$ cat src/rtl/assert_macros.svh
// ----------------------------------------------------------------------------
// Assertion macros
// Clocked property checks used by the RTL module.
// ----------------------------------------------------------------------------
`ifndef ASSERT_MACROS_SVH
`define ASSERT_MACROS_SVH

// prop must hold at every clock edge outside reset
`define ASSERT_PROP(label, clk, rst, prop, msg) \
   label: assert property (@(posedge clk) disable iff (rst) (prop)) else $error(msg);

// expr must never be true outside reset
`define ASSERT_NEVER(label, clk, rst, expr, msg) \
   label: assert property (@(posedge clk) disable iff (rst) !(expr)) else $error(msg);

`endif

$ cat src/rtl/tlnef_pkg.sv
// ----------------------------------------------------------------------------
// tlnef_pkg
// Types, character codes and limits for the line numbering and escape filter.
// ----------------------------------------------------------------------------
package tlnef_pkg;

   localparam int COUNT_W        = 20;
   localparam int BCD_DIGITS     = 7;   // decimal digits of the 20-bit line count
   localparam int DIGITS_DEFAULT = 6;

   localparam logic [COUNT_W-1:0] COUNT_MAX = {COUNT_W{1'b1}};

   localparam logic [7:0] CHR_TAB    = 8'h09;
   localparam logic [7:0] CHR_NL     = 8'h0A;
   localparam logic [7:0] CHR_SPACE  = 8'h20;
   localparam logic [7:0] CHR_DOLLAR = 8'h24;
   localparam logic [7:0] CHR_QMARK  = 8'h3F;
   localparam logic [7:0] CHR_I      = 8'h49;
   localparam logic [7:0] CHR_CARET  = 8'h5E;
   localparam logic [7:0] CHR_DEL    = 8'h7F;
   localparam logic [3:0] CHR_DIGIT_HI = 4'h3;   // upper nibble of '0'..'9'
   localparam logic [7:0] CTRL_LIMIT  = 8'd32;
   localparam logic [7:0] CTRL_OFFSET = 8'd64;

   typedef enum logic [2:0] {
      CSR_SQUEEZE_BLANK    = 3'd0,
      CSR_SHOW_ENDS        = 3'd1,
      CSR_SHOW_TABS        = 3'd2,
      CSR_SHOW_NONPRINTING = 3'd3,
      CSR_NUMBER_NONBLANK  = 3'd4,
      CSR_NUMBER_ALL       = 3'd5
   } csr_index_type;

   typedef struct packed {
      logic squeeze_blank;
      logic show_ends;
      logic show_tabs;
      logic show_nonprinting;
      logic number_nonblank;
      logic number_all;
   } cfg_type;

   // Saturation point: 10^digits - 1, capped at the counter maximum
   function automatic logic [COUNT_W-1:0] count_limit(input int digits);
      longint m;
      m = 1;
      for (int i = 0; i < digits && m <= longint'(COUNT_MAX); i++) begin
         m = m * 10;
      end
      m = m - 1;
      if (m > longint'(COUNT_MAX)) begin
         m = longint'(COUNT_MAX);
      end
      return m[COUNT_W-1:0];
   endfunction

endpackage

$ cat src/rtl/text_line_number_escape_filter.sv
// ----------------------------------------------------------------------------
// text_line_number_escape_filter: cat-style line numbering and escaping
// An accepted item is loaded into the sequence buffer, then each byte moves to
// the registered output. One output byte per cycle while rsp_ready is high; a
// new item is taken as the last byte of the one before leaves. Sync reset: options off.
// ----------------------------------------------------------------------------
module text_line_number_escape_filter
   import tlnef_pkg::*;
#(
   parameter int NUMBER_DIGITS = DIGITS_DEFAULT
) (
   input  logic       clock,
   input  logic       reset,
   // input channel
   input  logic       req_valid,
   output logic       req_ready,
   input  logic [7:0] req_in_byte,
   input  logic       req_first_of_file,
   // result channel
   output logic       rsp_valid,
   input  logic       rsp_ready,
   output logic [7:0] rsp_out_byte,
   output logic       rsp_last_of_run,
   // configuration
   input  logic       csr_we,
   input  logic [2:0] csr_index,
   input  logic       csr_wdata
);

`include "assert_macros.svh"

   // Sequence buffer layout when numbering: digits, tab, char0, char1.
   // Without a number: char0, char1 at the head.
   localparam int SEQ_LEN = NUMBER_DIGITS + 3;
   localparam int CNT_W   = $clog2(SEQ_LEN + 1);
   localparam logic [COUNT_W-1:0] COUNT_LIMIT = count_limit(NUMBER_DIGITS);

   // ---------------------------------------------------------------------
   // Configuration registers
   // ---------------------------------------------------------------------
   cfg_type cfg_ff, cfg_in;

   always_comb begin
      cfg_in = cfg_ff;
      if (csr_we) begin
         unique case (csr_index_type'(csr_index))
            CSR_SQUEEZE_BLANK:    cfg_in.squeeze_blank    = csr_wdata;
            CSR_SHOW_ENDS:        cfg_in.show_ends        = csr_wdata;
            CSR_SHOW_TABS:        cfg_in.show_tabs        = csr_wdata;
            CSR_SHOW_NONPRINTING: cfg_in.show_nonprinting = csr_wdata;
            CSR_NUMBER_NONBLANK:  cfg_in.number_nonblank  = csr_wdata;
            CSR_NUMBER_ALL:       cfg_in.number_all       = csr_wdata;
            default:              cfg_in = cfg_ff;   // unused indexes
         endcase
      end
   end

   // ---------------------------------------------------------------------
   // Line state. The count is kept twice: binary for the saturation
   // compare, and BCD so the printed digits need no conversion.
   // ---------------------------------------------------------------------
   logic [COUNT_W-1:0] count_ff, count_in;
   logic [3:0]         bcd_ff [BCD_DIGITS];
   logic [3:0]         bcd_in [BCD_DIGITS];
   logic               at_line_start_ff, at_line_start_in;
   logic               prev_blank_ff, prev_blank_in;

   // ---------------------------------------------------------------------
   // Output sequence buffer (shifts toward index 0 as bytes go out) and
   // the registered result.
   // ---------------------------------------------------------------------
   logic [7:0]       seq_ff [SEQ_LEN];
   logic [7:0]       seq_in [SEQ_LEN];
   logic [CNT_W-1:0] seq_cnt_ff, seq_cnt_in;

   logic             rsp_valid_ff, rsp_valid_in;
   logic [7:0]       rsp_byte_ff;
   logic             rsp_last_ff;

   // handshake
   logic out_load;    // output register free this cycle
   logic emit;        // a buffered byte moves to the output register
   logic accept;      // input item taken

   assign out_load  = !rsp_valid_ff || rsp_ready;
   assign emit      = (seq_cnt_ff != '0) && out_load;
   // New item may enter when the buffer is empty or its last byte leaves now
   assign req_ready = (seq_cnt_ff == '0) || ((seq_cnt_ff == CNT_W'(1)) && out_load);
   assign accept    = req_valid && req_ready;

   // ---------------------------------------------------------------------
   // Per-item decode
   // ---------------------------------------------------------------------
   logic       is_nl, is_tab;
   logic       prev_blank_eff;  // after file-start clear
   logic       squeeze;         // empty line dropped, no output
   logic       numbered;        // this item carries a line number prefix
   logic [7:0] chr0, chr1;
   logic       two_chr;

   assign is_nl          = (req_in_byte == CHR_NL);
   assign is_tab         = (req_in_byte == CHR_TAB);
   assign prev_blank_eff = prev_blank_ff && !req_first_of_file;
   assign squeeze        = at_line_start_ff && cfg_ff.squeeze_blank
                           && prev_blank_eff && is_nl;
   // number_nonblank wins over number_all
   assign numbered       = at_line_start_ff
                           && (cfg_ff.number_nonblank ? !is_nl : cfg_ff.number_all);

   // Escape selection: ends before tabs before nonprinting
   always_comb begin
      chr0    = req_in_byte;
      chr1    = req_in_byte;
      two_chr = 1'b0;
      priority if (cfg_ff.show_ends && is_nl) begin
         chr0    = CHR_DOLLAR;
         chr1    = CHR_NL;
         two_chr = 1'b1;
      end else if (cfg_ff.show_tabs && is_tab) begin
         chr0    = CHR_CARET;
         chr1    = CHR_I;
         two_chr = 1'b1;
      end else if (cfg_ff.show_nonprinting && (req_in_byte < CTRL_LIMIT)
                   && !is_nl && !is_tab) begin
         chr0    = CHR_CARET;
         chr1    = req_in_byte + CTRL_OFFSET;
         two_chr = 1'b1;
      end else if (cfg_ff.show_nonprinting && (req_in_byte == CHR_DEL)) begin
         chr0    = CHR_CARET;
         chr1    = CHR_QMARK;
         two_chr = 1'b1;
      end else begin
         chr0    = req_in_byte;
      end
   end

   // ---------------------------------------------------------------------
   // Line number characters. Column j counts from the right; a column is
   // blank when it and every higher BCD digit are zero (the count is never 0,
   // so column 0 always shows a digit).
   // ---------------------------------------------------------------------
   logic [BCD_DIGITS-1:0] upper_zero;
   logic [7:0]            col_chr [NUMBER_DIGITS];

   assign upper_zero[BCD_DIGITS-1] = (bcd_ff[BCD_DIGITS-1] == 4'd0);
   for (genvar k = 0; k < BCD_DIGITS - 1; k++) begin : g_zero
      assign upper_zero[k] = upper_zero[k+1] && (bcd_ff[k] == 4'd0);
   end

   for (genvar j = 0; j < NUMBER_DIGITS; j++) begin : g_col
      if (j == 0) begin : g_units
         assign col_chr[j] = {CHR_DIGIT_HI, bcd_ff[j]};
      end else if (j < BCD_DIGITS) begin : g_mid
         assign col_chr[j] = upper_zero[j] ? CHR_SPACE : {CHR_DIGIT_HI, bcd_ff[j]};
      end else begin : g_high
         assign col_chr[j] = CHR_SPACE;   // count never reaches this column
      end
   end

   // ---------------------------------------------------------------------
   // Buffer contents for a fresh item
   // ---------------------------------------------------------------------
   logic [7:0] load_chr [SEQ_LEN];

   for (genvar p = 0; p < SEQ_LEN; p++) begin : g_load
      logic [7:0] num_chr;
      logic [7:0] plain_chr;
      if (p < NUMBER_DIGITS) begin : g_digit
         assign num_chr = col_chr[NUMBER_DIGITS-1-p];
      end else if (p == NUMBER_DIGITS) begin : g_tab
         assign num_chr = CHR_TAB;
      end else if (p == NUMBER_DIGITS + 1) begin : g_c0
         assign num_chr = chr0;
      end else begin : g_c1
         assign num_chr = chr1;
      end
      if (p == 0) begin : g_p0
         assign plain_chr = chr0;
      end else if (p == 1) begin : g_p1
         assign plain_chr = chr1;
      end else begin : g_pz
         assign plain_chr = '0;
      end
      assign load_chr[p] = numbered ? num_chr : plain_chr;
   end

   // ---------------------------------------------------------------------
   // Next state
   // ---------------------------------------------------------------------
   logic bump;   // line number advances

   assign bump = accept && !squeeze && numbered && (count_ff < COUNT_LIMIT);

   always_comb begin
      logic carry;
      carry    = 1'b1;
      count_in = count_ff;
      for (int i = 0; i < BCD_DIGITS; i++) begin
         bcd_in[i] = bcd_ff[i];
      end
      if (bump) begin
         count_in = count_ff + COUNT_W'(1);
         for (int i = 0; i < BCD_DIGITS; i++) begin
            if (carry) begin
               if (bcd_ff[i] == 4'd9) begin
                  bcd_in[i] = 4'd0;
               end else begin
                  bcd_in[i] = bcd_ff[i] + 4'd1;
                  carry     = 1'b0;
               end
            end
         end
      end
   end

   always_comb begin
      at_line_start_in = at_line_start_ff;
      prev_blank_in    = prev_blank_ff;
      if (accept && !squeeze) begin
         at_line_start_in = is_nl;
         prev_blank_in    = at_line_start_ff ? is_nl : prev_blank_eff;
      end
   end

   // Buffer: load a new item, else shift out one byte
   always_comb begin
      seq_cnt_in = seq_cnt_ff;
      for (int p = 0; p < SEQ_LEN; p++) begin
         seq_in[p] = seq_ff[p];
      end
      if (accept && !squeeze) begin
         for (int p = 0; p < SEQ_LEN; p++) begin
            seq_in[p] = load_chr[p];
         end
         seq_cnt_in = (numbered ? CNT_W'(NUMBER_DIGITS + 1) : CNT_W'(0))
                      + (two_chr ? CNT_W'(2) : CNT_W'(1));
      end else if (emit) begin
         for (int p = 0; p < SEQ_LEN - 1; p++) begin
            seq_in[p] = seq_ff[p+1];
         end
         seq_in[SEQ_LEN-1] = '0;
         seq_cnt_in = seq_cnt_ff - CNT_W'(1);
      end
   end

   always_comb begin
      rsp_valid_in = rsp_valid_ff;
      if (emit) begin
         rsp_valid_in = 1'b1;
      end else if (rsp_ready) begin
         rsp_valid_in = 1'b0;
      end
   end

   // ---------------------------------------------------------------------
   // Registers
   // ---------------------------------------------------------------------
   always_ff @(posedge clock) begin
      if (reset) begin
         cfg_ff           <= '0;
         count_ff         <= COUNT_W'(1);
         for (int i = 0; i < BCD_DIGITS; i++) begin
            bcd_ff[i] <= (i == 0) ? 4'd1 : 4'd0;
         end
         at_line_start_ff <= 1'b1;
         prev_blank_ff    <= 1'b0;
         seq_cnt_ff       <= '0;
         rsp_valid_ff     <= 1'b0;
      end else begin
         cfg_ff           <= cfg_in;
         count_ff         <= count_in;
         for (int i = 0; i < BCD_DIGITS; i++) begin
            bcd_ff[i] <= bcd_in[i];
         end
         at_line_start_ff <= at_line_start_in;
         prev_blank_ff    <= prev_blank_in;
         seq_cnt_ff       <= seq_cnt_in;
         rsp_valid_ff     <= rsp_valid_in;
      end
   end

   // payload, no reset
   always_ff @(posedge clock) begin
      for (int p = 0; p < SEQ_LEN; p++) begin
         seq_ff[p] <= seq_in[p];
      end
      if (emit) begin
         rsp_byte_ff <= seq_ff[0];
         rsp_last_ff <= (seq_cnt_ff == CNT_W'(1));
      end
   end

   assign rsp_valid       = rsp_valid_ff;
   assign rsp_out_byte    = rsp_byte_ff;
   assign rsp_last_of_run = rsp_last_ff;

   // ---------------------------------------------------------------------
   // Assertions
   // ---------------------------------------------------------------------
   logic [BCD_DIGITS-1:0] bcd_ok;

   for (genvar k = 0; k < BCD_DIGITS; k++) begin : g_bcd_ok
      assign bcd_ok[k] = (bcd_ff[k] <= 4'd9);
   end

   `ASSERT_PROP(a_count_range, clock, reset,
      (count_ff != '0) && (count_ff <= COUNT_LIMIT), "line count out of range")
   `ASSERT_PROP(a_bcd_digits, clock, reset, &bcd_ok, "BCD digit above nine")
   `ASSERT_NEVER(a_stall_blocks_input, clock, reset,
      (seq_cnt_ff != '0) && rsp_valid_ff && !rsp_ready && req_ready,
      "input taken while output stalled with bytes pending")
   `ASSERT_PROP(a_drained_is_last, clock, reset,
      (rsp_valid_ff && (seq_cnt_ff == '0)) |-> rsp_last_ff,
      "buffer drained but held byte not marked last")

endmodule

$ cat config.mk
export PLATFORM = sky130hd
export DESIGN_NAME = text_line_number_escape_filter
export DESIGN_NICKNAME = d
export VERILOG_FILES = /design/src/rtl/tlnef_pkg.sv /design/src/rtl/text_line_number_escape_filter.sv
export VERILOG_INCLUDE_DIRS = /design/src /design/src/rtl
export SDC_FILE = /design/constraint.sdc
export NUM_CORES = 1
export LEC_CHECK = 0
export ABC_AREA = 1
export CORE_MARGIN = 1.5
export CORE_UTILIZATION = 65
export CTS_BUF_LIST = sky130_fd_sc_hd__clkbuf_4 sky130_fd_sc_hd__clkbuf_8
export CTS_CLUSTER_DIAMETER = 80
export DETAILED_ROUTE_END_ITERATION = 8
export DONT_BUFFER_PORTS = 1
export PLACE_DENSITY = 0.82
export SLEW_MARGIN = 20
export SYNTH_ARGS = -nofsm -noshare
export SYNTH_HDL_FRONTEND = slang
export SYNTH_SLANG_ARGS = --single-unit
$ cat constraint.sdc
create_clock -name clock -period 3 [get_ports clock]
set_input_delay 0.6 -clock clock [delete_from_list [all_inputs] [get_ports clock]]
set_output_delay 0.6 -clock clock [all_outputs]
set_load 0.05 [all_outputs]
Word level (Yosys, flattened, before mapping)
Memory sizes are Yosys's and may differ from the RTL's. Index checks and enable logic that the tools add are counted. W data, S select, Z words.

Equal/unequal tests: 16. Bitwise operators: 7. Reductions and logical operators: 46. Multiplexer cells: 77. Add/subtract/negate cells: 11. Magnitude comparators: 2.

Operators by type and width (number): $mux W72 (2); $mux W8 (12); $mux W4 (23); $add A4 B1 Y4 const B (7); $eq A4 B4 Y1 const B (7); $logic_not A4 Y1 (7); $mux W1 (28); $mux W28 (1); $mux W5 (5); $mux W6 (4); $logic_and A1 B1 Y1 (22); $add A20 B1 Y20 const B (1); $lt A20 B20 Y1 const B (1); $eq A8 B4 Y1 const B (2); $reduce_and A2 Y1 (6); $add A8 B7 Y8 const B (1); $eq A8 B7 Y1 const B (1); $lt A8 B6 Y1 const B (1); $or A1 B1 Y1 (7); $eq A3 B2 Y1 const B (2); $eq A3 B3 Y1 const B (2); $logic_not A1 Y1 (5); $add A3 B2 Y4 (1); $eq A4 B1 Y1 const B (1); other kinds (8) (10).

Memory bits (writable): 100. Memories: 2. Input port bits: 18. Word-level logic and storage cells: 174. Output and inout bits: 11. Bits in registers: 42.

Memories: seq_ff (words 9, width 8, rd ports 9, clocked after Yosys merged registers in 0, write ports 9, line text_line_number_escape_filter.sv:72) `logic [7:0] seq_ff [SEQ_LEN];`; bcd_ff (words 7, width 4, rd ports 7, clocked after Yosys merged registers in 0, write ports 7, line text_line_number_escape_filter.sv:63) `logic [3:0] bcd_ff [BCD_DIGITS];`.

Depth between registers and ports, before layout
Word-level depth: 22. Gate-level depth with buffers: 15. Depth with buffers taken out: 15.

Worst setup path before layout
OpenSTA, ideal clock, no wires.

Kind: input port to flip-flop. Start point: in rsp_ready. End point: mem seq_ff[0][0], enable pin. Buffers on the path: 1. Arrival time: 2402 ps. Setup time: 392 ps. Setup slack: 206 ps. Stages: 9. Required time: 2608 ps. Cell sequence: inv_1 > nand2_1 > nand3_1 > nand2_2 > nand2_4 > nor2_8 > nor2_2 > inv_1 > buf_2.

RTL lines: start, declared (line text_line_number_escape_filter.sv:21) `input logic rsp_ready,`; end, declared (line text_line_number_escape_filter.sv:72).

==> impl_results.md <==
* Final Net Count at 876
* Post-CTS Setup Bufs at 0
* Chip width at 106 um
* Worst rel slew slack at 0.548
* Delay-heaviest family, CP: simple AND/OR/NAND/NOR gates
* Simple-gate portion of the synthesized area at 0.258
* Total CTS buffers at 17
* Largest family of logic cells by synthesized area: simple AND/OR/NAND/NOR gates
* PwrDens at approximately 900 nW/um^2
* Crit path launch type: flop
* CP arrival at between 2 and 3 ns
* Row count at 37
* Slew @ Worst Pin at between 0.6 and 0.7 ns
* Mux share of post-synthesis cell area at 0
* Sequential area share after synthesis at 0.510
* Cells after Synth at 850
* Pleak at approximately 2.8 nW
* Initial antenna violation count at 0
* Max Buffers Root-to-Sink at 2
* Post-synth top area share at 0.292
* Worst Setup Path Type: reg -> reg
* Mapped Nets at between 800 and 900
* Number of diodes at 0
* Hold Violations, Final at 0
* First DRT Iteration DRCs at between 600 and 700
* Outcome: completed
* Final setup fails at 0
* Post-synthesis async set-or-reset flop share at 0
* CTS tree: done
* RSZ-0062 raised after global routing: no
* Unique masters post-synth at 39
* Post-DR wirelength/cell at between 15 and 20 um
* Setup tns final at 0 ns
* Post-Synth XOR/XNOR Area at 0.0254
* Total of max-cap violations at 0
* Gr usage total at 0.289
* Post-synth EDFFs at between 60 and 70
* Area leader, netlist: edfxtp_1
* DR vias/cell at 5.90
* #FFs+latches synth at 142
* Setup crit end kind: flop
* Cell count after placement at 968
* Port Buffers at 0
* Avg Cell Area, Syn at 8.10 um^2
* Via count at 5900
* Clock skew at 0.0110 ns
* First-pass GRT wire length at ~26000 um
* Hold WS at approximately 0.22 ns
* Cell Int Power at between 4 and 5 mW
* Reg power frac at 0.496
* CTS root buffer: clkbuf_8
* CP Max Fanout at 35
* Synth Flop Type: dfxtp_1
* Maximum VDD drop at between 0.0008 and 0.0009 V
* Final std cells w/o fill at 1000
* Vias in the first global route at roughly 5600
* Compound-gate portion of the synthesized area at 0.118
* Sw Pwr at around 2.6 mW
* Drt first pass iters at 5
* Slowest-stage cell, CP: nor2_8
* Fmax at between 300 and 400 MHz
* DR DRC count at 0
* Tmin final at about 2.5 ns
* Detail Route Antenna Nets at 0
* CTS resizes at 0
* Worst path cell trace: inv_1 > ha_1 > nand3_1 > nand2_2 > nand2_4 > nor2_8 > nand2_4 > nor2_8 > nand3_1 > a21oi_1
* Slowest stage delay, CP at between 0.4 and 0.5 ns
* IO Pins at 29
* HP Class: in -> reg
* Comb power frac at 0.274
* Die height at around 110 um
* Synthesis Warnings at 0
* Routed wire length at around 16000 um
* Final RePlAce weighted congestion at roughly 0.93
* Clock power frac at 0.231
* Clock slew at reported path FFs at 0.09 ns
* H-tree levels at 4
* Critical Path RT at 3.37 ns
* Slew Viols, Final at 0
* Cell with the most instances after synthesis: nand2_1
* CTS sink count at 142
* Tcrit/Tclk final at 0.844
* Post-Syn Area at approximately 6900 um^2
* Clk_lat worst skew at roughly 0.45 ns
* CTS Hold Bufs at 0
* Die area at roughly 11000 um^2
* Switch share at 0.386
* Share of cells above drive strength 1 at 0.0741
* Adder-cell share of the synthesized area at 0.0127
* Core area at between 10000 and 15000 um^2
* Synth cell count leaders: nand2_1 (221), inv_1 (97), dfxtp_1 (75)
* Post-DP HPWL at roughly 11000 um
* Synth-to-Final Area Change at 7.54%
* Gr ovfl total at 0
* Largest net degree at the start of global routing at 70
* Initial core utilization at 0.667
* WP buf/inv at 1
* Main area contributors after synthesis: edfxtp_1 (29%), dfxtp_1 (22%), nand2_1 (12%)
==> final cells by class <==
type | instances | area, um^2
sequential | 142 | 3510
timing repair buffer | 10 | 87.6
inverter | 102 | 383
clock inverter | 15 | 169
clock buffer | 17 | 234
fill | 752 | 2920
multi-input combinational | 578 | 2850
tap | 136 | 170
==> power by group through the flow <==
| stage | sequential, mW | clock, mW | combinational [mW] |
|---|---|---|---|
| 4_1_cts | 3.34 | 1.56 | 1.84 |
| 6_report | 3.34 | 1.55 | 1.84 |
| 3_3_place_gp | 3.34 | 0 | 1.73 |
| 5_1_grt | 3.38 | 1.64 | 2.03 |
| 3_5_place_dp | 3.37 | 0 | 1.81 |
| 2_1_floorplan | 3.34 | 0 | 1.34 |
==> path summary, 6_finish.rpt <==
path	start	to	slack, ns	cells after the start
setup / recovery	seq_cnt_ff[1]	bcd_ff[0][2]	0.47	10
hold / removal	reset	seq_cnt_ff[1]	0.22	1
setup reg to reg	seq_cnt_ff[1]	bcd_ff[0][2]	0.47	10
hold reg to reg	seq_ff[0][2]	rsp_out_byte[2]	0.43	0
==> cell families (layout without fill, tap and decap cells) <==
group	after synthesis	count (layout)
xor gates and xnor gates	20	20
adders and majority gates	7	7
buffers and inverters	130	144
AOI/OAI and AO/OA	149	149
DFF	142	142
and+or+nand+nor	402	402
==> worst reg2reg max path, stage by stage (launching register included) <==
cell and delay, ns:
dfxtp_1 0.33, inv_1 0.10, ha_1 0.19, nand3_1 0.10, nand2_2 0.31, nand2_4 0.14, nor2_8 0.18, nand2_4 0.23
nor2_8 0.48, nand3_1 0.17, a21oi_1 0.22
==> registers in the layout, summed over array words and instances, names as in the netlist <==
register / flops
at_line_start_ff: 1
bcd_ff: 28
cfg_ff: 6
count_ff: 20
prev_blank_ff: 1
rsp_last_of_run: 1
rsp_out_byte: 8
rsp_valid: 1
seq_cnt_ff: 4
seq_ff: 72
==> per-layer routing <==
metal / global-route usage / wire [um] / part of all wire / up-vias
met5: 0 / 0 / 0 / -
met1: 0.373 / 6630 / 0.42 / 2757
met2: 0.469 / 7620 / 0.48 / 261
met3: 0.0668 / 1070 / 0.068 / 45
li1: - / - / - / 2837
met4: 0.124 / 467 / 0.030 / 0
==> cells in the final DEF, fill, tap and decap left out, types with 2 or more instances in the layout <==
master,netlist,layout
nand2_1,221,221
inv_1,97,96
dfxtp_1,75,75
edfxtp_1,67,67
nor2_1,66,66
o21ai_0,62,62
nand3_1,58,58
a21oi_1,55,55
nand4_1,23,23
xor2_1,17,17
clkbuf_8,0,17
nor3_1,13,13
o22ai_1,10,10
buf_4,5,9
ha_1,7,7
o211ai_1,6,6
inv_2,5,6
inv_6,0,6
a31oi_1,5,5
nor2_2,4,4
o221ai_1,4,4
inv_8,0,4
xnor2_1,3,3
nor4_1,3,3
nor2_8,2,2
nor2_4,2,2
nor3b_1,2,2
nand2_2,2,2
nand2_4,2,2
o21bai_1,2,2
clkinv_4,0,2
==> through the flow <==
stage                     instance area [um^2]  power (mW)  utilization  setup slack, ns
final                                     7410        6.73        0.718            0.469
after global routing                      7410        7.05        0.718            0.279
after CTS                                 7410        6.74        0.718            0.475
after detailed placement                  7010        5.18        0.679            0.447
after global placement                    7010        5.07        0.679            0.554
after floorplan                           6890        4.68            -            0.206
(Power assumes the default switching activity.)
